**config.mk**
```make
export PLATFORM = sky130hd
export DESIGN_NAME = timer_pair_with_serial_baud_tick
export DESIGN_NICKNAME = d
export VERILOG_FILES = /design/src/rtl/tpsb_pkg.sv /design/src/rtl/tpsb_cfg.sv /design/src/rtl/tpsb_step.sv /design/src/rtl/timer_pair_with_serial_baud_tick.sv
export SDC_FILE = /design/constraint.sdc
export NUM_CORES = 1
export LEC_CHECK = 0
export BUFFER_PORTS_ARGS = -buffer_cell sky130_fd_sc_hd__buf_4
export CAP_MARGIN = 40
export CORE_ASPECT_RATIO = 0.75
export CORE_MARGIN = 5
export CORE_UTILIZATION = 30
export CTS_CLUSTER_DIAMETER = 100
export DETAILED_ROUTE_END_ITERATION = 12
export HOLD_SLACK_MARGIN = 0.1
export PLACE_DENSITY = 0.46
export SLEW_MARGIN = 15
export SYNTH_ARGS = -nofsm -noshare
export SYNTH_HDL_FRONTEND = slang
export SYNTH_SLANG_ARGS = --single-unit
```
**constraint.sdc**
```tcl
create_clock -name clk -period 3 [get_ports clk]
set_input_delay 0 -clock clk [delete_from_list [all_inputs] [get_ports clk]]
set_output_delay 0 -clock clk [all_outputs]
set_load 0.02 [all_outputs]
```
**src/rtl/tpsb_pkg.sv**
```systemverilog
`default_nettype none

package tpsb_pkg;

	// configuration register indexes
	localparam logic [2:0] CFG_T0_MODE = 3'd0;
	localparam logic [2:0] CFG_T1_MODE = 3'd1;
	localparam logic [2:0] CFG_SER_MODE = 3'd2;
	localparam logic [2:0] CFG_GIE = 3'd3;
	localparam logic [2:0] CFG_T0_IE = 3'd4;
	localparam logic [2:0] CFG_T1_IE = 3'd5;
	localparam logic [2:0] CFG_T0_RUN = 3'd6;
	localparam logic [2:0] CFG_T1_RUN = 3'd7;

	// item kinds
	localparam logic KIND_TICK = 1'b0;
	localparam logic KIND_WRITE = 1'b1;

	// software write targets
	localparam logic [2:0] TGT_TL0 = 3'd0;
	localparam logic [2:0] TGT_TH0 = 3'd1;
	localparam logic [2:0] TGT_TL1 = 3'd2;
	localparam logic [2:0] TGT_TH1 = 3'd3;
	localparam logic [2:0] TGT_SBUF = 3'd4;
	localparam logic [2:0] TGT_FLAGS = 3'd5;

	// supported modes
	localparam logic [1:0] T0_MODE_13BIT = 2'd0;
	localparam logic [1:0] T0_MODE_16BIT = 2'd1;
	localparam logic [1:0] T1_MODE_RELOAD = 2'd2;
	localparam logic [1:0] SER_MODE_1 = 2'd1;

	// low byte limit in thirteen-bit mode
	localparam logic [7:0] LOW13_LIMIT = 8'h1F;

	// error codes
	localparam logic [1:0] ERR_NONE = 2'd0;
	localparam logic [1:0] ERR_T0_MODE = 2'd1;
	localparam logic [1:0] ERR_T1_MODE = 2'd2;
	localparam logic [1:0] ERR_SER_MODE = 2'd3;

	typedef struct packed {
		logic [1:0] timer0_mode;
		logic [1:0] timer1_mode;
		logic [1:0] sio_mode;
		logic       gie;
		logic       t0_ie;
		logic       t1_ie;
		logic       t0_run;
		logic       t1_run;
	} cfg_t;

	typedef struct packed {
		logic [7:0] tl0;
		logic [7:0] th0;
		logic [7:0] tl1;
		logic [7:0] th1;
		logic       tf0;
		logic       tf1;
		logic       ti;
		logic       tx_pending;
		logic [7:0] tx_data;
	} state_t;

	typedef struct packed {
		logic       kind;
		logic [2:0] target;
		logic [7:0] write_data;
	} item_t;

	typedef struct packed {
		logic [15:0] count0;
		logic [15:0] count1;
		logic        tf0;
		logic        tf1;
		logic        ti;
		logic        tx_valid;
		logic [7:0]  tx_byte;
		logic [1:0]  error_code;
	} result_t;

endpackage

`default_nettype wire

```
**src/rtl/tpsb_cfg.sv**
```systemverilog
`default_nettype none

module tpsb_cfg
	import tpsb_pkg::*;
(
	input  wire logic       clk,
	input  wire logic       arst_n,
	input  wire logic       we,
	input  wire logic [2:0] index,
	input  wire logic [1:0] data,
	output cfg_t            cfg
);

	cfg_t cfg_q;

	always_ff @(posedge clk or negedge arst_n) begin
		if (!arst_n) begin
			cfg_q <= '0;
		end else if (we) begin
			unique case (index)
				CFG_T0_MODE:  cfg_q.timer0_mode <= data;
				CFG_T1_MODE:  cfg_q.timer1_mode <= data;
				CFG_SER_MODE: cfg_q.sio_mode <= data;
				CFG_GIE:      cfg_q.gie <= data[0];
				CFG_T0_IE:    cfg_q.t0_ie <= data[0];
				CFG_T1_IE:    cfg_q.t1_ie <= data[0];
				CFG_T0_RUN:   cfg_q.t0_run <= data[0];
				CFG_T1_RUN:   cfg_q.t1_run <= data[0];
			endcase
		end
	end

	assign cfg = cfg_q;

endmodule

`default_nettype wire

```
**src/rtl/tpsb_step.sv**
```systemverilog
`default_nettype none

module tpsb_step
	import tpsb_pkg::*;
(
	input  cfg_t    cfg,
	input  state_t  cur,
	input  item_t   item,
	output state_t  nxt,
	output result_t res
);

	logic [7:0] tl0_inc;
	logic [7:0] th0_inc;
	logic [7:0] tl1_inc;
	logic       carry0;
	logic [1:0] err;
	logic       sent;
	logic [7:0] sent_byte;

	assign tl0_inc = cur.tl0 + 8'd1;
	assign th0_inc = cur.th0 + 8'd1;
	assign tl1_inc = cur.tl1 + 8'd1;

	always_comb begin
		nxt = cur;
		err = ERR_NONE;
		sent = 1'b0;
		sent_byte = 8'h00;
		carry0 = 1'b0;
		if (item.kind == KIND_WRITE) begin
			case (item.target)
				TGT_TL0:   nxt.tl0 = item.write_data;
				TGT_TH0:   nxt.th0 = item.write_data;
				TGT_TL1:   nxt.tl1 = item.write_data;
				TGT_TH1:   nxt.th1 = item.write_data;
				TGT_SBUF: begin
					nxt.tx_data = item.write_data;
					nxt.tx_pending = 1'b1;
				end
				TGT_FLAGS: begin
					nxt.tf0 = item.write_data[0];
					nxt.tf1 = item.write_data[1];
					nxt.ti = item.write_data[2];
				end
				default: ;
			endcase
		end else begin
			if (cfg.t0_run) begin
				if (cfg.timer0_mode == T0_MODE_13BIT) begin
					// 8-bit increment, then clip above 31; 255 wraps without carry
					if (tl0_inc > LOW13_LIMIT) begin
						nxt.tl0 = 8'h00;
						carry0 = 1'b1;
					end else begin
						nxt.tl0 = tl0_inc;
					end
				end else if (cfg.timer0_mode == T0_MODE_16BIT) begin
					nxt.tl0 = tl0_inc;
					carry0 = (tl0_inc == 8'h00);
				end else begin
					err = ERR_T0_MODE;
				end
				if (carry0) begin
					nxt.th0 = th0_inc;
					if (th0_inc == 8'h00 && cfg.gie && cfg.t0_ie)
						nxt.tf0 = 1'b1;
				end
			end
			if (cfg.t1_run) begin
				if (cfg.timer1_mode == T1_MODE_RELOAD) begin
					nxt.tl1 = tl1_inc;
					if (tl1_inc == 8'h00) begin
						nxt.tl1 = cur.th1;
						if (cfg.gie && cfg.t1_ie)
							nxt.tf1 = 1'b1;
						if (cfg.sio_mode == SER_MODE_1) begin
							if (cur.tx_pending) begin
								nxt.tx_pending = 1'b0;
								nxt.ti = 1'b1;
								sent = 1'b1;
								sent_byte = cur.tx_data;
							end
						end else if (err == ERR_NONE) begin
							err = ERR_SER_MODE;
						end
					end
				end else if (err == ERR_NONE) begin
					err = ERR_T1_MODE;
				end
			end
		end
	end

	always_comb begin
		res.count0 = {nxt.th0, nxt.tl0};
		res.count1 = {nxt.th1, nxt.tl1};
		res.tf0 = nxt.tf0;
		res.tf1 = nxt.tf1;
		res.ti = nxt.ti;
		res.tx_valid = sent;
		res.tx_byte = sent_byte;
		res.error_code = err;
	end

endmodule

`default_nettype wire

```
**src/rtl/timer_pair_with_serial_baud_tick.sv**
```systemverilog
// Channel   Handshake              Payload
// in        in_valid / in_ready    kind, target, write_data
// out       out_valid / out_ready  count0, count1, overflow0_flag, overflow1_flag,
//                                  transmit_flag, tx_valid, tx_byte, error_code
// cfg       cfg_valid / cfg_ready  cfg_index, cfg_data
//
// One item per cycle while the output is not stalled; each passes stage 1, then the result register.
// Stage 1 holds the accepted item; the timer state and the result register update
// together as it moves on, so each item sees the state its predecessor left.
// A stalled result holds stage 1; in_ready stays high while stage 1 can drain.
// arst_n clears the timers, flags, pending byte and configuration to zero.
// cfg_ready is always high; a write lands at the edge of its transfer.
`default_nettype none

module timer_pair_with_serial_baud_tick
	import tpsb_pkg::*;
(
	input  wire logic        clk,
	input  wire logic        arst_n,

	input  wire logic        in_valid,
	output logic             in_ready,
	input  wire logic        kind,
	input  wire logic [2:0]  target,
	input  wire logic [7:0]  write_data,

	output logic             out_valid,
	input  wire logic        out_ready,
	output logic [15:0]      count0,
	output logic [15:0]      count1,
	output logic             overflow0_flag,
	output logic             overflow1_flag,
	output logic             transmit_flag,
	output logic             tx_valid,
	output logic [7:0]       tx_byte,
	output logic [1:0]       error_code,

	input  wire logic        cfg_valid,
	output logic             cfg_ready,
	input  wire logic [2:0]  cfg_index,
	input  wire logic [1:0]  cfg_data
);

	cfg_t    cfg;
	item_t   item_s1;
	logic    valid_s1;
	result_t res_s2;
	logic    valid_s2;
	state_t  state_q;
	state_t  state_nxt;
	result_t res_nxt;
	logic    adv;

	// configuration write channel: never stalls
	assign cfg_ready = 1'b1;

	tpsb_cfg u_cfg (
		.clk    (clk),
		.arst_n (arst_n),
		.we     (cfg_valid),
		.index  (cfg_index),
		.data   (cfg_data),
		.cfg    (cfg)
	);

	// stage 1 moves on when the result slot is free or being emptied
	assign adv = valid_s1 && (!valid_s2 || out_ready);
	assign in_ready = !valid_s1 || adv;

	always_ff @(posedge clk or negedge arst_n) begin
		if (!arst_n) begin
			valid_s1 <= 1'b0;
		end else if (in_ready) begin
			valid_s1 <= in_valid;
		end
	end

	always_ff @(posedge clk) begin
		if (in_ready && in_valid)
			item_s1 <= '{kind: kind, target: target, write_data: write_data};
	end

	// next state and result from the held item
	tpsb_step u_step (
		.cfg  (cfg),
		.cur  (state_q),
		.item (item_s1),
		.nxt  (state_nxt),
		.res  (res_nxt)
	);

	always_ff @(posedge clk or negedge arst_n) begin
		if (!arst_n) begin
			state_q <= '0;
			valid_s2 <= 1'b0;
		end else begin
			if (adv)
				state_q <= state_nxt;
			if (adv)
				valid_s2 <= 1'b1;
			else if (out_ready)
				valid_s2 <= 1'b0;
		end
	end

	always_ff @(posedge clk) begin
		if (adv)
			res_s2 <= res_nxt;
	end

	assign out_valid = valid_s2;
	assign count0 = res_s2.count0;
	assign count1 = res_s2.count1;
	assign overflow0_flag = res_s2.tf0;
	assign overflow1_flag = res_s2.tf1;
	assign transmit_flag = res_s2.ti;
	assign tx_valid = res_s2.tx_valid;
	assign tx_byte = res_s2.tx_byte;
	assign error_code = res_s2.error_code;

	// a sent byte always leaves TI set
	a_tx_sets_ti: assert property (@(posedge clk) disable iff (!arst_n)
		valid_s2 && res_s2.tx_valid |-> res_s2.ti)
		else $error("tx without TI");

	// nothing sent means a zero byte
	a_idle_byte: assert property (@(posedge clk) disable iff (!arst_n)
		valid_s2 && !res_s2.tx_valid |-> res_s2.tx_byte == 8'h00)
		else $error("stray tx byte");

	// a serial mode error never goes with a transmission
	a_ser_err: assert property (@(posedge clk) disable iff (!arst_n)
		valid_s2 && res_s2.error_code == ERR_SER_MODE |-> !res_s2.tx_valid)
		else $error("tx under bad serial mode");

	// a transmission drains the pending byte
	a_pending_clr: assert property (@(posedge clk) disable iff (!arst_n)
		adv && res_nxt.tx_valid |=> !state_q.tx_pending)
		else $error("pending byte not cleared");

	// an empty stage 1 always takes input
	a_ready_empty: assert property (@(posedge clk) disable iff (!arst_n)
		!valid_s1 |-> in_ready)
		else $error("stage 1 empty but not ready");

endmodule

`default_nettype wire

```
==> flow_metrics.tcl <==
set metrics [dict create \
    status "complete, no violations" \
    crit_path_end_kind "register" \
    drive_gt1_share_pct 25.2 \
    first_pass_iters 5 \
    cts.sinks 115 \
    period_share_pct 91.3 \
    syn_avg_cell_area_um2 10.8 \
    antenna_found_initial 0 \
    track_usage_pct 14.5 \
    start_kind "register" \
    fmax_ghz 0.365 \
    hold_depth 2 \
    postCtsResizedCells 0 \
    overflow 0 \
    wire_per_inst_um 18.2 \
    crit_start "state_q[37]" \
    worstPathMaxFanout 11 \
    yosysSeqAreaShare_pct 51.6 \
    fillers 1978 \
    synthXorXnorAreaFrac_pct 0.571 \
    rsz0062_at_grt "no" \
    fin_util_pct 38.6 \
    dieArea_um2 23400 \
    peakVddDrop_v 0.000302 \
    synth-edff-count 58 \
    p_seq_share_pct 41.6 \
    final_cell_count_no_fill 924 \
    syn_area_um2 6140 \
    cts_root_buf "clkbuf_16" \
    cp.required_ns 3.14 \
    power_frac_clock_pct 34.0 \
    p_int_w 0.00394 \
    dpl_worst_slack_ns 0.314 \
    cts_tree "yes" \
    grt_max_degree 58 \
    cpPeakStageDelay_ns 0.54 \
    critPathBufInv 0 \
    dp_cells 864 \
    clk_path_buf_depth 2 \
    viasPerCell 5.30 \
    hold_class "in2reg" \
    syn-num-nets 594 \
    drv_slew 0 \
    wirelength_mm 16.9 \
    syn_inst 567 \
    grt_pass1_wl_mm 26.6 \
    comb_power_share_pct 24.4 \
    power_density_nw_per_um2 755 \
    synth-main-ff-cell "edfxtp_1" \
    fp.dieH_um 134 \
    r2r-start "state_q[37]" \
    grt_pass1_vias 4752 \
    drt_iter0_markers 340 \
    h-tree-depth 4 \
    core_um2 20200 \
    num-nets-final 680 \
    vias 4895 \
    num_io_pins 71 \
    clk_latency_ns 0.41 \
    cap_violations 0 \
    grt_util_met3_pct 3.52 \
    ant_nets 0 \
    grtUsageMet1_pct 21.0 \
    reg2reg_setup_slack_ns 0.26 \
    cts_inserted_buffers 17 \
    p_sw_share_pct 32.9 \
    area_growth_pct 26.7 \
    ys_seq_elements 115 \
    finalSetupTns_ns 0 \
    clk_pin_slew_ns 0.06 \
    place_congestion 0.816 \
    port_buffers 69 \
    p_sw_w 0.00193 \
    synth_top_family_by_area "simple AND/OR/NAND/NOR gates" \
    async_flop_share_pct 49.6 \
    yosys-mux-area-fraction_pct 10.5 \
    critPathTopFamily "compound AO/OA/AOI/OAI gates" \
    start_util_pct 30.4 \
    r2r-end "count0[14]" \
    yosys.area_share.simple_pct 17.3 \
    hold_slack_ns 0.305 \
    dieWidth_um 175 \
    synthAdderAreaFrac_pct 1.02 \
    synthDistinctLibCells 72 \
    path_cells "ha_1 > nand3_1 > or4_1 > o21ai_1 > mux2i_2 > o311ai_1 > o211ai_1" \
    crit_cells 7 \
    cp_slowest_cell "dfrtp_1" \
    critical_path.endpoint "count0[14]" \
    synth_compound_area_share_pct 15.3 \
    slew_headroom_pct 42.2 \
    p_leak_nw 3.08 \
    setup_viol 0 \
    yosys_warnings 0 \
    drc 0 \
    met2_usage_pct 21.6 \
    fin_crit_ns 2.74 \
    setup_ws_ns 0.260 \
    reg2reg_depth 7 \
    fp-row-count 45 \
    skew_ns 0.0139 \
    critPathArrivalTime_ns 2.88 \
    dp_hpwl_mm 11.5 \
    finalHoldViolations 0 \
    diodes 0 \
    grt.busiest_layer "met2" \
    critPathKind "reg2reg" \
    tightest_slew_ns 0.857 \
]
-- cells in the mapped netlist (5+ instances only) --
master	count	area, um^2
a21o_1	5	37.5
edfxtp_1	58	1740
clkbuf_1	26	97.6
o21ai_0	23	115
o211ai_1	12	90.1
nand4_1	10	62.6
and3_1	9	56.3
mux2_2	37	417
and2_1	16	100
nor3_1	9	45.0
ha_1	5	62.6
nand2_1	60	225
nand3_1	31	155
o22ai_1	7	43.8
buf_2	12	60.1
nor2_1	29	109
a22o_1	6	52.6
inv_1	8	30.0
nand2b_1	11	68.8
a31oi_1	6	37.5
a22oi_1	8	60.1
mux2i_1	20	200
a21oi_1	19	95.1
dfrtp_1	57	1430
-- area by class of cell --
| class | count | area, um^2 | share of cell area [%] |
|---|---|---|---|
| clock buffer | 18 | 429 | 5.52 |
| clock inverter | 14 | 156 | 2.01 |
| inverter | 8 | 30.0 | 0.386 |
| multi-input combinational | 400 | 2740 | 35.3 |
| sequential | 115 | 3170 | 40.7 |
| tap | 258 | 323 | 4.15 |
| timing repair buffer | 111 | 926 | 11.9 |
-- power by group through the flow --
stage / Sequential, W / Clock (W) / Combinational [W]
2_1_floorplan: 0.00236 / 0 / 0.00102
3_3_place_gp: 0.00245 / 0 / 0.00138
3_5_place_dp: 0.00247 / 0 / 0.00140
4_1_cts: 0.00244 / 0.00204 / 0.00144
5_1_grt: 0.00250 / 0.00212 / 0.00158
6_report: 0.00244 / 0.00200 / 0.00143
-- routing by layer --
layer  share of wire [%]  wire [um]
met1                  48       8150
met2                  45       7510
met3                 5.4        917
met4                 1.7        284
met5                   0          0
-- cells in the final DEF, fill, tap and decap left out, types with 5 or more instances in the layout --
cell and n:
a22o_1 6, dlygate4sd3_1 27, o211ai_1 12, o22ai_1 7, nand3_1 31, dfrtp_1 57
nand2b_1 11, a21oi_1 19, nor3_1 9, buf_4 82, ha_1 5, nand4_1 10
and2_1 16, mux2i_1 20, a21o_1 5, clkbuf_16 17, a22oi_1 8, mux2_2 37
edfxtp_1 58, nand2_1 60, inv_1 7, and3_1 9, nor2_1 29, o21ai_0 23
a31oi_1 6
-- registers in the layout, indices dropped and copies added, names as in the netlist --
| register | flops |
|---|---|
| tx_valid | 1 |
| error_code | 2 |
| u_cfg.cfg | 11 |
| transmit_flag | 1 |
| overflow0_flag | 1 |
| valid_s1 | 1 |
| count0 | 16 |
| tx_byte | 8 |
| count1 | 16 |
| item_s1 | 12 |
| overflow1_flag | 1 |
| out_valid | 1 |
| state_q | 44 |
-- timing repair --
action,4_1_cts,5_1_grt
buffers inserted,0,0
hold buffers,26,1
endpoints found under the hold margin,82,20
-- worst min-delay path by stage --
stage                       start           to  slack (ns)
finish              write_data[1]   item_s1[1]        0.31
global route        write_data[2]   item_s1[2]        0.29
CTS                        arst_n   state_q[3]        0.27
detailed placement         arst_n  state_q[15]        0.16
global placement           arst_n  state_q[17]        0.16
floorplan                  arst_n    out_valid       -0.30
-- metrics by stage --
stage | power (W) | instance area [um^2]
3_5_place_dp | 0.00386 | 6900
4_1_cts | 0.00592 | 7740
3_3_place_gp | 0.00383 | 6900
5_1_grt | 0.00620 | 7770
2_1_floorplan | 0.00338 | 6140
6_report | 0.00587 | 7770
-- cell families (layout without fill, tap and decap cells) --
group | after synthesis | in the layout
xor+xnor | 4 | 4
mux | 59 | 59
simple gates | 204 | 204
compound gates | 127 | 127
other cells | 1 | 1
flops | 115 | 115
fa+ha+maj | 5 | 5
buf+inv | 52 | 151
Power figures use the tool's default switching activity.
